<file path="config.mk">
export PLATFORM = sky130hd
export DESIGN_NAME = mpvb_ram
export DESIGN_NICKNAME = d
export VERILOG_FILES = /design/src/rtl/morph_priority_vertex_blender_macros.svh /design/src/rtl/mpvb_ram.sv
export SDC_FILE = /design/constraint.sdc
export NUM_CORES = 1
export LEC_CHECK = 0
export BUFFER_PORTS_ARGS = -buffer_cell sky130_fd_sc_hd__buf_2
export CELL_PAD_IN_SITES_DETAIL_PLACEMENT = 0
export CELL_PAD_IN_SITES_GLOBAL_PLACEMENT = 1
export CORE_ASPECT_RATIO = 1.5
export CORE_MARGIN = 4
export CORE_UTILIZATION = 43
export DETAILED_ROUTE_END_ITERATION = 16
export PLACE_DENSITY = 0.63
export SLEW_MARGIN = 15
export SYNTH_ARGS = -nofsm -noshare
export SYNTH_HDL_FRONTEND = slang
export SYNTH_SLANG_ARGS = --single-unit
</file>
<file path="constraint.sdc">
create_clock -name clock -period 5.18 [get_ports clock]
set_input_delay 0.777 -clock clock [delete_from_list [all_inputs] [get_ports clock]]
set_output_delay 0.777 -clock clock [all_outputs]
set_load 0.01 [all_outputs]
</file>
<file path="src/rtl/morph_priority_vertex_blender_macros.svh">
// Assertion macros shared by the morph priority vertex blender RTL.
`ifndef MORPH_PRIORITY_VERTEX_BLENDER_MACROS_SVH
`define MORPH_PRIORITY_VERTEX_BLENDER_MACROS_SVH

// The consequent must hold in the same cycle as the antecedent.
`define MPVB_ASSERT_IMP(label, clk, rst, ante, cons, msg) \
   label: assert property (@(posedge clk) disable iff (rst) (ante) |-> (cons)) \
      else $error(msg);

// The consequent must hold in the cycle after the antecedent.
`define MPVB_ASSERT_NXT(label, clk, rst, ante, cons, msg) \
   label: assert property (@(posedge clk) disable iff (rst) (ante) |=> (cons)) \
      else $error(msg);

`endif

</file>
<file path="src/rtl/mpvb_ram.sv">
// Generic simple dual-port RAM with one write port and one registered read port.
`default_nettype none

module mpvb_ram #(
   parameter int unsigned WIDTH = 8,
   parameter int unsigned DEPTH = 16
) (
   input  logic                                       clock,
   input  logic                                       we,
   input  logic [((DEPTH > 1) ? $clog2(DEPTH) : 1)-1:0] waddr,
   input  logic [WIDTH-1:0]                           wdata,
   input  logic                                       re,
   input  logic [((DEPTH > 1) ? $clog2(DEPTH) : 1)-1:0] raddr,
   output logic [WIDTH-1:0]                           rdata
);

   logic [WIDTH-1:0] mem [DEPTH];
   logic [WIDTH-1:0] rdata_ff;

   always_ff @(posedge clock) begin
      if (we) begin
         mem[waddr] <= wdata;
      end
      if (re) begin
         rdata_ff <= mem[raddr];
      end
   end

   assign rdata = rdata_ff;

endmodule

`default_nettype wire

</file>
# == Word-level counts from Yosys, hierarchy flattened ==
# Memory sizes are Yosys's and may differ from the RTL's. A register that Yosys moved wholly into a read port is not among the register bits.
# Cells that the tools add are included.
# Widths: inputs -> output; s select.
# totals
ff_bits,0
latchBits,0
mem_bits_rw,128
rom_bits,0
mem_count,1
# memory_table
name,depth,word_bits,read_ports,rd_clocked_by_memory_dff,wr,line,source
mem,16,8,1,1,1,mpvb_ram.sv:17,logic [WIDTH-1:0] mem [DEPTH];
# op_classes
add_sub_neg,0
n_mul,0
div,0
order_cmp,0
n_eq_ne,0
shifts,0
n_mux,2
n_bitwise,0
reduce_logical,0
# ops
cell,count
$mux 1,2

# == Logic depth before layout (Yosys ltp) ==
# Gate-level depths: netlist of the first run.
# depth
depth_word,2
mapped_depth,5

# == Worst setup path after synthesis of the first run ==
# OpenSTA, ideal clock, no wires.
# synth_path
kind,in2reg
startpoint,input port waddr[2] (netlist bit)
endpoint,"memory mem[0][0], enable pin"
setup_ps,383
arrival_time_ps,1887
required_ps,4797
setup_slack_ps,2910
path_stages,2
path_buffers,0
path_cell_list,or3b_2 nor3_1
# synth_lines
item,line,source
"start, declared",mpvb_ram.sv:10,"input logic [((DEPTH > 1) ? $clog2(DEPTH) : 1)-1:0] waddr,"
"end, declared",mpvb_ram.sv:17,
# No word-level cell before the write port.

==> summary.txt, run 1 <==
Run status
  – Run status: finished, final reports clean

Synthesis
  – Area contributors post-synth: edfxtp_1 (78%), mux4_2 (7.8%), mux4_1 (7.0%), a22oi_1 (2.3%), nor2_1 (0.93%)
  – Synth warn: 0
  – Async SR Flop Fraction: 0
  – Post-Synthesis Cells: 229
  – Seq/Total Area, Yosys: 0.781
  – Post-synthesis cell type count: 18
  – FF+latch count, synth: 136
  – Post-synth top cells: edfxtp_1 (136), mux4_2 (18), a22oi_1 (16), mux4_1 (14), nor2_1 (13)
  – Mapped Nets: 248
  – Post-Syn Area: 5230 sq um
  – Number of synthesized flops with an enable pin: 136
  – Leading area contributor after synthesis: edfxtp_1
  – Post-Syn Area per Cell: 22.8 sq um
  – Post-synth top area share: 0.781
  – Most common cell in the synthesized netlist: edfxtp_1
  – Most used DFF post-synth: edfxtp_1

Cells and area
  – FILL cells: 973
  – Nets: around 290
  – Sequential cell area: 4080 sq um
  – Layout cells sized above 1: 0.265
  – Layout area overhead: 15.9%
  – Multi-input logic area: approximately 1100 sq um
  – N_diodes: 0

Floorplanning
  – Initial core utilization: 0.437
  – Die ar.: 14000 sq um
  – Ports: 27
  – Die Span Y: 143 um
  – Die X: just under 100 um
  – FP Rows: 49
  – Core area: 12000 sq um

Placement
  – IO buf count: 26
  – Detailed placer's ending HPWL: 6.45 mm
  – Routability Congestion: between 0.6 and 0.7

Drt
  – Wire per inst: 23.1 um
  – Detail Route Antenna Nets: 0
  – Vias/cell: 5.41
  – WL final: about 10 mm
  – Pre-antenna DRT Iters: 5
  – Initial drt markers: approximately 170
  – Via count: roughly 2300
  – DRC: 0

Clock network
  – Worst-skew pair later-pin latency: around 0.40 ns
  – Cts repair resizes: 0
  – Num CTS Buffers: 17
  – Post-CTS setup buffers: 0
  – CTS tree: yes
  – Clk slew on worst S/H paths: 0.06 ns
  – Max Root-Sink Buffers: 2
  – # hold bufs at CTS: 0
  – H-tree depth: 4
  – CTS root buf: clkbuf_16
  – Sink Count: 136

GRT
  – Initial antenna violation count: 0
  – Total GRT Usage: 0.157
  – First-pass GRT wire length: 15.7 mm
  – Largest net degree at the start of global routing: 33
  – Congestion Overflow GR: 0
  – Vias in the first global route: roughly 2600

Power and ir drop
  – Total power per unit cell area: 414 nW/um^2
  – Pleak: approximately 2 nW
  – VDD IR max: 0.208 mV

Worst setup path
  – Critical Path RT: 5.32 ns
  – CP Max Fanout: 32
  – Crit start category: input port
  – Arr. time, crit path: 2.63 ns
  – WS Path Type: input port to register
  – Worst Setup End Kind: register

STA
  – TNS Setup: 0 ns
  – Min Hold Slack: approximately 0.75 ns
  – Relative slew slack: 0.276
  – Max Clock Skew: about 0.0035 ns
  – Slew Viols, Final: 0
  – # setup viols final: 0
  – Max Freq: 401 MHz
  – Final period util: 0.481
  – Final min period: 2.49 ns
  – RSZ-0062 raised after global routing: no
  – Final hold vios: 0
  – Actual slew at the worst max-slew pin: approximately 1.1 ns

Hold path
  – Min-delay worst type: input port to register

Flow run
  – Max cap viols: 0
==> worst max-delay path: stages <==
cell and delay, ns:
buf_2 0.81, mux4_1 0.68, a22oi_1 0.23, nand2_1 0.12
==> registers in the layout, summed over array words and instances (netlist names) <==
register,cells
mem,128
rdata,8
==> where the power goes <==
group | leakage, nW | switching, mW | internal, mW | total (mW)
logic | 0.490 | 0.0650 | 0.0432 | 0.108
clock network | 0.272 | 0.410 | 0.746 | 1.16
registers | 1.24 | 0.00591 | 1.24 | 1.25
==> worst paths after layout <==
kind	cells past startpoint	endpoint	startpoint	slack, ns
hold reg to reg	3	rdata[3]	mem[11][3]	0.75
setup reg to reg	3	rdata[0]	mem[1][0]	3.68
setup / recovery	4	rdata[0]	raddr[0]	2.69
hold / removal	1	rdata[1]	re	0.75
==> per-stage QoR <==
stage	setup slack (ns)	instances	utilization	instance area (sq um)	total power, mW
floorplan	2.91	229	-	5230	1.33
global placement	2.21	401	0.459	5490	1.38
detailed placement	2.18	401	0.459	5490	1.38
CTS	2.60	432	0.507	6060	2.53
global route	2.52	432	0.507	6060	2.60
finish	2.69	432	0.507	6060	2.51
==> area by class of cell <==
class	count	area share
Timing Repair Buffer	29	0.0252
Clock buffer	20	0.0721
Tap cell	153	0.0316
Sequential cell	136	0.674
Multi-Input combinational cell	83	0.175
Clock inverter	11	0.0217
==> layer usage <==
metal  routed length (um)  up-vias  global-route usage
met1                 4080     1220               0.185
met5                    0        -                   0
met2                 5490       62               0.278
li1                     -     1052                   -
met3                  303        4              0.0430
met4                   94        0              0.0547
==> kinds of logic (layout without fill, tap and decap cells) <==
| kind of cell | count (synthesis) | in the layout | share of synthesized area |
|---|---|---|---|
| DFF | 136 | 136 | 0.781 |
| muxes | 32 | 32 | 0.148 |
| buffers and inverters | 10 | 60 | 0.0165 |
| AOI/OAI and AO/OA | 16 | 16 | 0.0230 |
| and+or+nand+nor | 35 | 35 | 0.0314 |
==> layout by cell type (no fill, tap or decap), drive strengths merged, types with 3 or more instances in the layout <==
cell type	Yosys	routed
edfxtp	136	136
mux4	32	32
buf	7	29
clkbuf	0	20
a22oi	16	16
nor2	13	13
nand2	9	9
clkinv	0	6
nor3	4	4
bufinv	0	3
(Power assumes the default switching activity.)
==> inputs of run 2 (changes only) <==
--- a/config.mk
+++ b/config.mk
@@ -12,7 +12,7 @@
 export CORE_MARGIN = 4
 export CORE_UTILIZATION = 43
 export DETAILED_ROUTE_END_ITERATION = 16
-export PLACE_DENSITY = 0.63
+export PLACE_DENSITY = 0.66
 export SLEW_MARGIN = 15
 export SYNTH_ARGS = -nofsm -noshare
 export SYNTH_HDL_FRONTEND = slang
==> constraint.sdc (replaced) <==
create_clock -name clock -period 2.1 [get_ports clock]
set_input_delay 0.315 -clock clock [delete_from_list [all_inputs] [get_ports clock]]
set_output_delay 0.315 -clock clock [all_outputs]
set_load 0.01 [all_outputs]
==> run 2 against run 1 <==
Final area increased by 4.1%. Via count increased by 4.0%. Combinational power increased to 2.6 times the previous value. Count of clock-buffer cells in the layout decreased by 3. Critical path depth increased by 1. Largest power group is now clock. Worst setup slack got worse by 2.0 ns. Register-to-register slack got worse by 3.0 ns. First-iteration DRC count decreased by 16%. Final cell count increased by 5.1%. Routed wire length increased by 0.52%.
==> summary.txt, run 2 (same netlist as run 1, synthesis figures left out) <==
Drt
  – Vias/cell: 5.36 (was 5.41)
  – DRC: 0 (unchanged)
  – WL final: 10.0 mm (was 9.96 mm)
  – Initial drt markers: 145 (was 172)
  – Via count: 2432 (was 2338)
  – Pre-antenna DRT Iters: 4 (was 5)
  – Wire per inst: 22.1 um (was 23.1 um)
  – Detail Route Antenna Nets: 0 (unchanged)

STA
  – RSZ-0062 raised after global routing: no (unchanged)
  – Min Hold Slack: 0.273 ns (was 0.754 ns)
  – Actual slew at the worst max-slew pin: 0.538 ns (was 1.09 ns)
  – Max Clock Skew: 0.00611 ns (was 0.00354 ns)
  – Final hold vios: 0 (unchanged)
  – TNS Setup: 0 ns (unchanged)
  – Relative slew slack: 0.640 (was 0.276)
  – PnR worst setup slack: 0.652 ns (was 2.69 ns)
  – Final min period: 1.45 ns
  – Final period util: 0.689
  – Slew Viols, Final: 0 (unchanged)
  – # setup viols final: 0 (unchanged)
  – Max Freq: 691 MHz

Floorplanning
  – Core area: 12000 sq um (unchanged)
  – Die Span Y: 143 um (unchanged)
  – Initial core utilization: 0.437 (unchanged)
  – FP Rows: 49 (unchanged)
  – Die X: 98.0 um (unchanged)
  – Ports: 27 (unchanged)
  – Die ar.: 14000 sq um (unchanged)

Worst setup path
  – Critical Path RT: 2.26 ns (was 5.32 ns)
  – Max incr delay on CP: 0.59 ns (was 0.81 ns)
  – WS Path Type: input port to register (unchanged)
  – Arr. time, crit path: 1.61 ns (was 2.63 ns)
  – Worst Setup End Kind: register (unchanged)
  – Crit start category: input port (unchanged)
  – Crit-path cells: buf_2, buf_12, mux4_1, a22oi_1, nand2_1 (was buf_2, mux4_1, a22oi_1, nand2_1)
  – Slowest library cell on the worst path: mux4_1 (was buf_2)
  – CP Max Fanout: 25 (was 32)

Run status
  – Run status: finished, final reports clean (unchanged)

Power and ir drop
  – Final Power: 6.55 mW (was 2.51 mW)
  – Total power per unit cell area: 1040 nW/um^2 (was 414 nW/um^2)
  – Pleak: 2.15 nW (was 2.00 nW)
  – VDD IR max: 0.531 mV (was 0.208 mV)

Flow run
  – Max cap viols: 0 (unchanged)

Cells and area
  – Largest register FFs: 128 (unchanged)
  – Final design utilization: 0.527 (was 0.507)
  – Layout cells sized above 1: 0.332 (was 0.265)
  – Reg with most FFs: mem (unchanged)
  – Nets: 307 (was 286)
  – Layout area overhead: 20.6% (was 15.9%)
  – N_diodes: 0 (unchanged)
  – Most frequent cells in the layout: edfxtp_1 (136), buf_2 (26), buf_4 (23), mux4_2 (18), clkbuf_16 (17) (was edfxtp_1 (136), buf_2 (26), mux4_2 (18), clkbuf_16 (17), a22oi_1 (16))
  – Commonest non-fill, non-tap cell in the layout: edfxtp_1 (unchanged)

GRT
  – Initial antenna violation count: 0 (unchanged)
  – Largest net degree at the start of global routing: 26 (was 33)
  – Total GRT Usage: 0.155 (was 0.157)
  – Congestion Overflow GR: 0 (unchanged)
  – Vias in the first global route: 2614 (was 2636)
  – First-pass GRT wire length: 15.4 mm (was 15.7 mm)

Placement
  – Detailed placer's ending HPWL: 6.78 mm (was 6.45 mm)
  – Place WS: 0.214 ns (was 2.18 ns)
  – Routability Congestion: 0.703 (was 0.692)
  – IO buf count: 26 (unchanged)

Clock network
  – CTS root buf: clkbuf_16 (unchanged)
  – Worst-skew pair later-pin latency: 0.41 ns (was 0.40 ns)
  – Post-CTS setup buffers: 0 (unchanged)
  – Clk slew on worst S/H paths: 0.06 ns (about the same)
  – Max Root-Sink Buffers: 2 (unchanged)
  – Cts repair resizes: 0 (unchanged)
  – Sink Count: 136 (unchanged)
  – Num CTS Buffers: 17 (unchanged)
  – CTS tree: yes (unchanged)
  – # hold bufs at CTS: 0 (unchanged)
  – H-tree depth: 4 (unchanged)

Hold path
  – Min-delay worst type: input port to register (unchanged)
-- run 2: path summary, 6_finish.rpt --
check | slack (ns) | depth (start not counted) | to | startpoint
worst max-delay path | 0.65 | 5 | rdata[3] | raddr[0]
worst min-delay path | 0.27 | 1 | rdata[7] | re
worst max register to register | 0.66 | 3 | rdata[3] | mem[0][3]
worst min register to register | 0.74 | 3 | rdata[4] | mem[14][4]
-- run 2: critical path: cells and delay by family --
kind	cells	cell delay, ns
multiplexers	1	0.59
AO/OA/AOI/OAI	1	0.25
buffers and inverters	2	0.35
AND/OR/NAND/NOR	1	0.08
-- run 2: layer usage --
layer,share of wire,routed length (um),GRT usage,vias up
li1,-,-,-,1101
met1,0.40,4000,0.180,1252
met2,0.55,5470,0.274,66
met3,0.040,402,0.0391,13
met4,0.015,146,0.0613,0
met5,0,0,0,-
-- run 2: area by class of cell --
type	instances	area (sq um)
Tap cell	153	191
Fill cell	950	5650
Multi-Input combinational cell	83	1060
Clock inverter	15	225
Clock buffer	17	425
Sequential cell	136	4080
Timing Repair Buffer	50	323
-- run 2: stage by stage --
step | cells | cell area (sq um)
final | 454 | 6310
after CTS | 454 | 6310
after detailed placement | 422 | 5660
after global placement | 422 | 5660
after global routing | 454 | 6310
after floorplan | 229 | 5230
-- run 2: where the power goes --
group	switching, mW	internal (mW)	leakage (nW)	total, mW
Sequential	0.0147	3.06	1.24	3.07
Clock	1.08	2.11	0.307	3.19
Combinational	0.163	0.121	0.604	0.285
==> inputs of run 3 (changes only) <==
--- a/config.mk
+++ b/config.mk
@@ -12,7 +12,7 @@
 export CORE_MARGIN = 4
 export CORE_UTILIZATION = 43
 export DETAILED_ROUTE_END_ITERATION = 16
-export PLACE_DENSITY = 0.66
+export PLACE_DENSITY = 0.63
 export SLEW_MARGIN = 15
 export SYNTH_ARGS = -nofsm -noshare
 export SYNTH_HDL_FRONTEND = slang
==> constraint.sdc (replaced) <==
create_clock -name clock -period 1.4 [get_ports clock]
set_input_delay 0.21 -clock clock [delete_from_list [all_inputs] [get_ports clock]]
set_output_delay 0.21 -clock clock [all_outputs]
set_load 0.01 [all_outputs]
==> run 3 against run 2 <==
The flow now finishes with violations (negative setup slack). Clock power grew 42%. Routed wire length shrank 2.4%. Count of clock-buffer cells in the layout grew 1. Hold slack lost 0.081 ns. Die area is the same. Clock skew shrank 0.0015 ns. Worst setup slack lost 0.66 ns. Sequential power grew 50%. Register-to-register slack lost 0.67 ns. Global-route usage shrank 0.41 points. Power grew 47%. Critical endpoint is now rdata[2].
==> summary.txt, run 3 (same netlist as run 1, synthesis figures left out) <==
STA
  – Actual slew at the worst max-slew pin: 0.920 ns (was 0.538 ns)
  – PnR worst setup slack: -0.00669 ns (was 0.652 ns)
  – Final min period: 1.41 ns
  – Max Clock Skew: 0.00465 ns (was 0.00611 ns)
  – RSZ-0062 raised after global routing: yes (was no)
  – Slew Viols, Final: 0 (unchanged)
  – Max Freq: around 710 MHz
  – # setup viols final: 1 (was 0)
  – Relative slew slack: 0.385 (was 0.640)
  – Final period util: 1.00
  – Final hold vios: 0 (unchanged)
  – Min Hold Slack: 0.192 ns (was 0.273 ns)
  – TNS Setup: -0.00669 ns (was 0 ns)

Drt
  – DRC: 0 (unchanged)
  – Detail Route Antenna Nets: 0 (unchanged)
  – WL final: 9.77 mm (was 10.0 mm)
  – Pre-antenna DRT Iters: 4 (unchanged)
  – Vias/cell: 5.16 (was 5.36)
  – Via count: 2401 (was 2432)
  – Wire per inst: 21.0 um (was 22.1 um)
  – Initial drt markers: 124 (was 145)

Power and ir drop
  – Internal: 7.75 mW (was 5.29 mW)
  – Net load switching power: 1.85 mW (was 1.26 mW)
  – Final Power: 9.60 mW (was 6.55 mW)
  – Pleak: 2.14 nW (was 2.15 nW)
  – VDD IR max: 0.829 mV (was 0.531 mV)
  – Sequential share of power: 0.481 (was 0.470)
  – Clock power frac: 0.471 (was 0.487)
  – Comb power frac: 0.048 (was 0.043)
  – Total power per unit cell area: 1510 nW/um^2 (was 1040 nW/um^2)
  – Sw frac: 0.192 (about the same)

Placement
  – Routability Congestion: 0.771 (was 0.703)
  – Post-DP Area: 5720 sq um (was 5660 sq um)
  – Detailed placer's ending HPWL: 6.92 mm (was 6.78 mm)
  – IO buf count: 26 (unchanged)

Clock network
  – Num CTS Buffers: 17 (unchanged)
  – H-tree depth: 4 (unchanged)
  – CTS root buf: clkbuf_16 (unchanged)
  – Sink Count: 136 (unchanged)
  – Post-CTS setup buffers: 0 (unchanged)
  – # hold bufs at CTS: 0 (unchanged)
  – Clk slew on worst S/H paths: 0.06 ns (about the same)
  – Worst-skew pair later-pin latency: 0.40 ns (was 0.41 ns)
  – Max Root-Sink Buffers: 2 (unchanged)
  – CTS tree: yes (unchanged)

Worst setup path
  – Crit start category: register (was input port)
  – R2r startpoint: mem[1][2] (was mem[0][3])
  – Worst Setup End Kind: register (unchanged)
  – Arr. time, crit path: 1.56 ns (was 1.61 ns)
  – Worst reg2reg setup slack: -0.007 ns (was 0.66 ns)
  – R2r endpoint: rdata[2] (was rdata[3])
  – CP Max Fanout: 1 (was 25)
  – FF-to-FF path depth: 3 (unchanged)
  – Critical Path RT: 1.55 ns (was 2.26 ns)
  – WS Path Type: register to register (was input port to register)

Cells and area
  – Final design utilization: 0.532 (was 0.527)
  – Layout cells sized above 1: 0.426 (was 0.332)
  – Reg with most FFs: mem (unchanged)
  – Final Instance Area: 6360 sq um (was 6310 sq um)
  – Largest register FFs: 128 (unchanged)
  – N_diodes: 0 (unchanged)
  – Layout area overhead: 21.7% (was 20.6%)
  – Most frequent cells in the layout: edfxtp_1 (136), buf_4 (33), mux4_2 (32), buf_2 (26), clkbuf_16 (17) (was edfxtp_1 (136), buf_2 (26), buf_4 (23), mux4_2 (18), clkbuf_16 (17))
  – Nets: 318 (was 307)
  – Commonest non-fill, non-tap cell in the layout: edfxtp_1 (unchanged)

Run status
  – Failing checks: negative setup slack
  – Run status: complete, but fails checks (was finished, final reports clean)

Floorplanning
  – FP Rows: 49 (unchanged)
  – Die ar.: 14000 sq um (unchanged)
  – Die Span Y: 143 um (unchanged)
  – Initial core utilization: 0.437 (unchanged)
  – Die X: 98.0 um (unchanged)
  – Ports: 27 (unchanged)
  – Core area: 12000 sq um (unchanged)

Hold path
  – Min-Delay Endpoint: rdata[2] (was rdata[7])
  – Min-delay worst type: input port to register (unchanged)
  – Hold Startpoint: re (unchanged)
  – Hold path depth: 1 (unchanged)

GRT
  – Initial antenna violation count: 0 (unchanged)
  – Congestion Overflow GR: 0 (unchanged)
  – Largest net degree at the start of global routing: 21 (was 26)
  – Total GRT Usage: 0.151 (was 0.155)
  – Vias in the first global route: 2592 (was 2614)
  – First-pass GRT wire length: 15.1 mm (was 15.4 mm)

Flow run
  – Max cap viols: 0 (unchanged)
-- run 3: cell types whose count changed in the layout (fill, tap and decap cells not counted), moves of 3 or more --
cell / previous run / this run
nor3_1: 4 / 1
a22oi_1: 16 / 8
a22oi_2: 0 / 8
nor3_2: 0 / 3
buf_4: 23 / 33
mux4_1: 14 / 0
mux4_2: 18 / 32
-- run 3: cell type report --
cell class,count,area [sq um]
multi-input combinational,83,1060
clock inverter,14,181
sequential,136,4080
timing repair buffer,61,418
fill,957,5590
clock buffer,18,429
tap,153,191
-- run 3: worst max-delay path, stage by stage, from the launching register on --
cell	delay, ns
edfxtp_1	0.38
mux4_2	0.48
a22oi_2	0.21
nand2_1	0.08
-- run 3: metrics by stage --
stage	std cells	setup slack, ns
2_1_floorplan	229	-0.0761
3_3_place_gp	433	-0.330
5_1_grt	465	-0.0748
3_5_place_dp	433	-0.329
6_report	465	-0.00669
4_1_cts	465	-0.0169
-- run 3: timing repair --
| item | in CTS | in global routing |
|---|---|---|
| endpoints found under the setup margin | 5 | 8 |
| pin swaps | 2 | 4 |
| resized for setup | 4 | 5 |
-- run 3: per-layer routing --
metal | routed length (um) | track usage
met5 | 0 | 0
met4 | 129 | 0.0591
met3 | 309 | 0.0386
met2 | 5380 | 0.266
met1 | 3960 | 0.176
-- run 3: worst max-delay path by stage --
stage / startpoint / end / slack [ns]
3_3_place_gp: raddr[0] / rdata[1] / -0.33
4_1_cts: mem[1][2] / rdata[2] / -0.02
3_5_place_dp: raddr[0] / rdata[0] / -0.33
5_1_grt: mem[2][7] / rdata[7] / -0.07
2_1_floorplan: waddr[2] / mem[3][0] / -0.08
6_report: mem[1][2] / rdata[2] / -0.007
-- run 3: power by group through the flow --
stage          logic (mW)  registers [mW]  clock network (mW)
2_1_floorplan       0.253            4.70                   0
4_1_cts             0.466            4.62                4.61
3_5_place_dp        0.459            4.70                   0
6_report            0.462            4.61                4.52
5_1_grt             0.508            4.62                4.79
3_3_place_gp        0.449            4.70                   0
